**config.mk**
```make
export PLATFORM = sky130hd
export DESIGN_NAME = sors_ctrl
export DESIGN_NICKNAME = d
export VERILOG_FILES = /design/src/design/sors_pkg.sv /design/src/design/sors_ctrl.sv
export SDC_FILE = /design/constraint.sdc
export NUM_CORES = 1
export LEC_CHECK = 0
export ABC_CLOCK_PERIOD_IN_PS = 5300
export BUFFER_PORTS_ARGS = -buffer_cell sky130_fd_sc_hd__buf_2
export CAP_MARGIN = 20
export CORE_MARGIN = 2
export CORE_UTILIZATION = 59
export DETAILED_ROUTE_END_ITERATION = 8
export PLACE_DENSITY = 0.92
export SLEW_MARGIN = 10
export SYNTH_ARGS = -nofsm -noshare
export SYNTH_HDL_FRONTEND = slang
export SYNTH_SLANG_ARGS = --single-unit
```
**constraint.sdc**
```tcl
create_clock -name clk -period 5.3 [get_ports clk]
set_input_delay 1.59 -clock clk [delete_from_list [all_inputs] [get_ports clk]]
set_output_delay 1.59 -clock clk [all_outputs]
set_load 0.005 [all_outputs]
```
**src/design/sors_pkg.sv**
```systemverilog
// ----------------------------------------------------------------------------
// sors_pkg
// Types, codes and constants of the segment obstacle risk scan.
// ----------------------------------------------------------------------------
package sors_pkg;

	localparam int CoordW = 24;
	localparam int DiffW  = 25;
	localparam int WideW  = 52;
	localparam int IdW    = 16;
	localparam int RiskW  = 17;
	localparam int TimeW  = 24;
	localparam int ConfW  = 9;
	localparam int CntW   = 6;

	localparam int InDataW  = 104;
	localparam int OutDataW = 112;

	localparam logic [WideW-1:0] NearLimit = 52'd512;
	localparam logic [10:0]      RiskBase  = 11'd1280;
	localparam logic [24:0]      Recip50   = 25'd21474836;
	localparam logic [17:0]      RiskOne   = 18'd65536;
	localparam logic [23:0]      SlowSpeed = 24'd25;

	localparam logic [CntW-1:0] DivSteps  = 6'd31;
	localparam logic [CntW-1:0] SqrtSteps = 6'd25;
	localparam logic [CntW-1:0] TimeSteps = 6'd16;

	typedef enum logic [1:0] {
		CFG_START_X = 2'd0,
		CFG_START_Y = 2'd1,
		CFG_END_X   = 2'd2,
		CFG_END_Y   = 2'd3
	} cfg_idx_t;

	typedef enum logic [4:0] {
		OP_NONE,
		OP_MUL_AC,
		OP_MUL_BD,
		OP_MUL_CC,
		OP_MUL_DD,
		OP_NEAR_START,
		OP_NEAR_END,
		OP_DIV_INIT,
		OP_DIV_STEP,
		OP_ALONG_X,
		OP_ALONG_Y,
		OP_SQ_X,
		OP_SQ_Y,
		OP_SQRT_STEP,
		OP_RISK_A,
		OP_RISK_B,
		OP_RISK_C,
		OP_RISK_D,
		OP_FINISH
	} dp_op_t;

	typedef struct packed {
		logic   load;
		dp_op_t op;
	} dp_cmd_t;

	typedef struct packed {
		logic skip;
		logic last;
		logic dot_le0;
		logic dot_ge;
		logic near;
		logic slow;
		logic out_free;
	} dp_stat_t;

endpackage

```
**src/design/sors_ctrl.sv**
```systemverilog
// ----------------------------------------------------------------------------
// sors_ctrl
// Sequencer that steps the datapath through one obstacle report.
// ----------------------------------------------------------------------------
module sors_ctrl import sors_pkg::*; (
	input  logic     clk,
	input  logic     arst_n,
	input  logic     in_valid,
	output logic     in_ready,
	input  dp_stat_t st,
	output dp_cmd_t  cmd
);

	typedef enum logic [4:0] {
		S_IDLE, S_AC, S_BD, S_CC, S_DD, S_BR, S_DIV, S_ALX, S_ALY,
		S_SQX, S_SQY, S_SQRT, S_RA, S_RB, S_RC, S_RD, S_TDIV, S_FIN
	} state_t;

	state_t          state_q;
	logic [CntW-1:0] cnt_q;

	assign in_ready = (state_q == S_IDLE);

	always_comb begin
		cmd.load = in_valid && in_ready;
		unique case (state_q)
			S_IDLE: cmd.op = OP_NONE;
			S_AC:   cmd.op = OP_MUL_AC;
			S_BD:   cmd.op = OP_MUL_BD;
			S_CC:   cmd.op = OP_MUL_CC;
			S_DD:   cmd.op = OP_MUL_DD;
			S_BR: begin
				if (st.dot_le0) cmd.op = OP_NEAR_START;
				else if (st.dot_ge) cmd.op = OP_NEAR_END;
				else cmd.op = OP_DIV_INIT;
			end
			S_DIV:  cmd.op = OP_DIV_STEP;
			S_ALX:  cmd.op = OP_ALONG_X;
			S_ALY:  cmd.op = OP_ALONG_Y;
			S_SQX:  cmd.op = OP_SQ_X;
			S_SQY:  cmd.op = OP_SQ_Y;
			S_SQRT: cmd.op = OP_SQRT_STEP;
			S_RA:   cmd.op = OP_RISK_A;
			S_RB:   cmd.op = OP_RISK_B;
			S_RC:   cmd.op = OP_RISK_C;
			S_RD:   cmd.op = OP_RISK_D;
			S_TDIV: cmd.op = OP_DIV_STEP;
			S_FIN:  cmd.op = (st.out_free || !st.last) ? OP_FINISH : OP_NONE;
			default: cmd.op = OP_NONE;
		endcase
	end

	always_ff @(posedge clk or negedge arst_n) begin
		if (!arst_n) begin
			state_q <= S_IDLE;
			cnt_q   <= '0;
		end else begin
			unique case (state_q)
				S_IDLE: if (in_valid) state_q <= S_AC;
				S_AC:   state_q <= st.skip ? S_FIN : S_BD;
				S_BD:   state_q <= S_CC;
				S_CC:   state_q <= S_DD;
				S_DD:   state_q <= S_BR;
				S_BR: begin
					if (st.dot_le0 || st.dot_ge) begin
						state_q <= S_SQX;
					end else begin
						state_q <= S_DIV;
						cnt_q   <= DivSteps;
					end
				end
				S_DIV: begin
					cnt_q <= cnt_q - 1'b1;
					if (cnt_q == '0) state_q <= S_ALX;
				end
				S_ALX:  state_q <= S_ALY;
				S_ALY:  state_q <= S_SQX;
				S_SQX:  state_q <= S_SQY;
				S_SQY: begin
					state_q <= S_SQRT;
					cnt_q   <= SqrtSteps;
				end
				S_SQRT: begin
					cnt_q <= cnt_q - 1'b1;
					if (cnt_q == '0) state_q <= S_RA;
				end
				// out of range: no score, go close the item
				S_RA:   state_q <= st.near ? S_RB : S_FIN;
				S_RB:   state_q <= S_RC;
				S_RC:   state_q <= S_RD;
				S_RD: begin
					if (st.slow) begin
						state_q <= S_FIN;
					end else begin
						state_q <= S_TDIV;
						cnt_q   <= TimeSteps;
					end
				end
				S_TDIV: begin
					cnt_q <= cnt_q - 1'b1;
					if (cnt_q == '0) state_q <= S_FIN;
				end
				S_FIN:  if (st.out_free || !st.last) state_q <= S_IDLE;
				default: state_q <= S_IDLE;
			endcase
		end
	end

endmodule

```
After elaboration in Yosys (flattened, before gate mapping)
Cells that the tools add are included.
Word-level totals
  register bits: 11
  output and inout port bits: 7
  input port bits: 10
  word-level logic and storage cells: 55
Operators by class
  add/sub/neg operators: 1
  reductions and logical operators: 11
  mux-type cells: 17
  equality and inequality tests: 24
Operators with widths (number)
  $pmux W5 S18: 1
  $pmux W5 S16: 1
  $eq A5 B4 Y1 const B: 8
  $mux W5: 8
  $pmux W6 S4: 1
  $eq A5 B3 Y1 const B: 4
  $ne A2 B2 Y1 const B: 7
  $mux W6: 2
  $eq A5 B2 Y1 const B: 2
  $eq A5 B5 Y1 const B: 2
  $logic_not A6 Y1: 1
  $sub A6 B1 Y6 const B: 1
  $eq A5 B1 Y1 const B: 1
  $logic_not A5 Y1: 1
  $reduce_and A5 Y1: 1
  $mux W4: 1
  $reduce_bool A4 Y1: 1
  $reduce_and A3 Y1: 1
  $reduce_or A3 Y1: 1
  $logic_or A1 B1 Y1: 2
  $mux W1: 2
  $mux W2: 1
  $reduce_or A2 Y1: 1
  $logic_and A1 B1 Y1: 1
  $logic_not A1 Y1: 1

Logic depth before layout (Yosys ltp)
  depth after elaboration: 4
  depth in mapped cells: 6
  depth with buffers taken out: 5

Worst setup path after synthesis
OpenSTA, ideal clock, no wires.
  kind: input -> output
  start: input port st[4] in the netlist's numbering
  end: output port cmd[1] in the netlist's numbering
  stages on the path: 3
  slack: 1.761 ns
  path buffers: 0
  arrival: 1.949 ns
  data required time: 3.710 ns
  path through: o21bai_1 -> a22oi_1 -> o21ai_0
RTL lines
  from (decl): RTL line sors_ctrl.sv:10  | input dp_stat_t st,
  to (decl): RTL line sors_ctrl.sv:11  | output dp_cmd_t cmd

==> metrics.cfg <==
[setup_path]
slowest_delay_ns = 0.15
crit-reg2reg-launch = state_q[2]
timing.critical_path.required_ns = 3.71
endpoint_type_of_the_worst_setup_path = output pin
crit_path_arrival_time_ns = 2.20
worstPathCellList = buf_2, o21bai_1, a22oi_1, o21ai_0, buf_2
worstPathMaxFanout = 4
path_class = in -> out
r2r_slack_ns = 3.15
r2r-end = state_q[0]
crit_path_start_kind = input port
critical_path.n_buffers_inverters = 2
cp.depth = 5
timing.critical_path.mode_cell = sky130_fd_sc_hd__buf_2
path_depth_of_the_worst_reg2reg_path = 5
cpMaxStageDelayCell = sky130_fd_sc_hd__o21bai_1
cp_top_family = compound AO/OA/AOI/OAI gates

[timing]
timing.final.setup_violations = 0
timing.max_slew.rel_slack_pct = 52.53
worst_pin_slew_ns = 0.7055
unrepaired_setup_endpoints_after_global_routing = no
post-route-period-util_pct = 71.54
period_minus_slack_ns = 3.792
hold_viol_final = 0
setup_skew_after_layout_ns = 0.01273
timing_max_transition_violations_final = 0
tns_ns = 0
whs_ns = 0.5362
achievable_clock_frequency_mhz = 263.7

[global_route]
grt_use_met1_pct = 36.16
global_route.usage.total_pct = 24.32
met2_routing_resource_usage_after_global_routing_pct = 34.37
global_route.usage.met3_pct = 6.746
grt-ovfl-total = 0
first_global_vias = 827
top_usage_layer = met1
grt_first_pass_wirelength_um = 3732
maximum_number_of_pins_on_one_net_before_global_route_repair = 21
initial_antenna_violation_count = 0

[finish]
layout_cell_share_with_drive_strength_beyond_1_pct = 18.88
postLayoutCellArea_um2 = 1112
fraction_of_the_core_area_covered_by_cells_at_the_end_of_the_flow_pct = 66.59
areaGrowthSynthToFinish_pct = 9.348
num-fill-cells = 138
final_net_count = 156
antenna_cells = 0

[die]
std_cell_rows = 15
die-height_um = 45.52
design.portCount = 17
die_outline_area_um2 = 2072
die_x_um = 45.52
core-area_um2 = 1670
initial_utilization_pct = 60.90

[drt]
avgViaCountPerCell = 6.350
residual_drc_count = 0
routed_wirelength_um = 2235
post_drt_wl_per_cell_um = 13.97
dr.pass1.iters = 6
antenna_left = 0
first_iter_violations = 42
num_vias = 1016

[min_path]
hold_path_end = cnt_q[5]
holdCritPathClass = reg -> reg
hp-start = cnt_q[5]
worstHoldPathCells = 1

[yosys]
synth.cell_area_um2 = 1017
largest_family_of_logic_cells_by_synthesized_area = compound AO/OA/AOI/OAI gates
seq_area_frac_synth_pct = 27.06
post-synth-top-count-cell = sky130_fd_sc_hd__nor2_1
synth_top_cells_by_area = sky130_fd_sc_hd__dfrtp_1 27%, sky130_fd_sc_hd__nor2_1 5.5%, sky130_fd_sc_hd__a21oi_1 4.9%
synth-adder-area-share_pct = 2.460
synth-main-ff-cell = sky130_fd_sc_hd__dfrtp_1
synth_edf_count = 0
synth.area.mux_share_pct = 3.198
asyncSetResetFlopFracSynth_pct = 100.0
syn_avg_cell_area_um2 = 7.825
synth_compound_area_share_pct = 31.37
postSynthRegisterBits = 11
post_synth_inst_count = 130
synthXorXnorAreaFrac_pct = 0.8610
netlist-cell-type-count = 47
syn-num-nets = 142
netlist.area_leader.share_pct = 27.06
post_synth_most_frequent_cells = 15 x sky130_fd_sc_hd__nor2_1, 11 x sky130_fd_sc_hd__dfrtp_1, 10 x sky130_fd_sc_hd__a21oi_1, 9 x sky130_fd_sc_hd__nand2_1, 8 x sky130_fd_sc_hd__inv_1
synth-warning-count = 0
fraction_of_the_mapped_netlist_area_in_simple_logic_gates_pct = 28.91
synth_area_leader_cell = sky130_fd_sc_hd__dfrtp_1

[place]
detailedPlacementHpwl_um = 1702
placement.io_buffers = 16
detailed_place.area_um2 = 1086
gp_congestion = 0.9205

[power]
power_per_cell_area_nw_per_um2 = 496.6
totalPowerFinal_uw = 552.4
cellLeakagePower_uw = 0.0004810
irDropWorstVdd_mv = 0.4002

[clock_tree]
cts_hold_buf = 0
insertion_delay_ns = 0.27
tritoncts = yes
ctsHtreeMaxLevel = 1
post_cts_sizing_count = 0
cts_root_buf = sky130_fd_sc_hd__clkbuf_4
cts-buffers-inserted = 3
cts_num_sinks = 11
cts.reportedPaths.clkPinSlew_ns = 0.06
total_setup_buffers_inserted_after_cts = 0
cts-root-to-sink-buffers = 2

[flow_run]
count_of_max_cap_constraint_violations = 0

[outcome]
outcome = completed

==> stage by stage <==
stage	setup WS (ns)	std cells
floorplan	1.761	130
global placement	1.519	156
detailed placement	1.510	156
CTS	1.502	160
global route	1.412	160
finish	1.508	160
==> routing by layer <==
layer | routed length, um | vias up
met2 | 1072 | 43
li1 | - | 505
met1 | 1027 | 468
met4 | 0 | 0
met3 | 135 | 0
met5 | 0 | -
==> sequential cells by signal (all words and copies together) (netlist names) <==
name,cells
cnt_q,6
state_q,5
==> layout by cell type (no fill, tap or decap), types with 2 or more instances in the layout <==
master	count
sky130_fd_sc_hd__inv_1	8
sky130_fd_sc_hd__a22oi_1	3
sky130_fd_sc_hd__nor2_1	15
sky130_fd_sc_hd__a211oi_1	3
sky130_fd_sc_hd__dfrtp_1	11
sky130_fd_sc_hd__nor4bb_1	2
sky130_fd_sc_hd__o21ai_0	7
sky130_fd_sc_hd__o22ai_1	6
sky130_fd_sc_hd__buf_2	16
sky130_fd_sc_hd__nand2b_1	4
sky130_fd_sc_hd__a2bb2oi_1	2
sky130_fd_sc_hd__o21bai_1	2
sky130_fd_sc_hd__ha_1	2
sky130_fd_sc_hd__and2_1	4
sky130_fd_sc_hd__a22o_1	2
sky130_fd_sc_hd__or2_2	2
sky130_fd_sc_hd__nand2_1	9
sky130_fd_sc_hd__mux2_1	2
sky130_fd_sc_hd__and3_1	2
sky130_fd_sc_hd__clkbuf_4	3
sky130_fd_sc_hd__nor3_1	3
sky130_fd_sc_hd__o21ai_1	2
sky130_fd_sc_hd__a21oi_1	10
==> worst max-delay path by stage <==
stage / from / end / slack, ns
4_1_cts: st[4] / cmd[1] / 1.50
6_report: st[4] / cmd[1] / 1.51
3_5_place_dp: st[4] / cmd[1] / 1.51
2_1_floorplan: st[4] / cmd[1] / 1.76
5_1_grt: st[4] / cmd[0] / 1.41
3_3_place_gp: st[4] / cmd[1] / 1.52
==> cell families (layout without fill, tap and decap cells) <==
family | after synthesis | after routing
buf+inv | 15 | 28
mux | 3 | 3
simple gates | 52 | 52
xor+xnor | 1 | 1
fa+ha+maj | 2 | 2
flops | 11 | 11
compound gates | 46 | 46
==> where the power goes <==
part | internal (uW) | switching, uW | total [uW]
Combinational | 147 | 150 | 298
Clock | 29.1 | 27.6 | 56.7
Sequential | 118 | 80.4 | 198
Total | 294 | 258 | 552
==> final cells by class <==
cell class / count / area [um2] / area share (%)
multi-input combinational: 104 / 679.4 / 61.08
clock buffer: 4 / 26.28 / 2.362
sequential: 11 / 275.3 / 24.75
timing repair buffer: 16 / 80.08 / 7.199
tap: 17 / 21.27 / 1.912
inverter: 8 / 30.03 / 2.700
No activity file was read; power rests on OpenSTA's default activity.
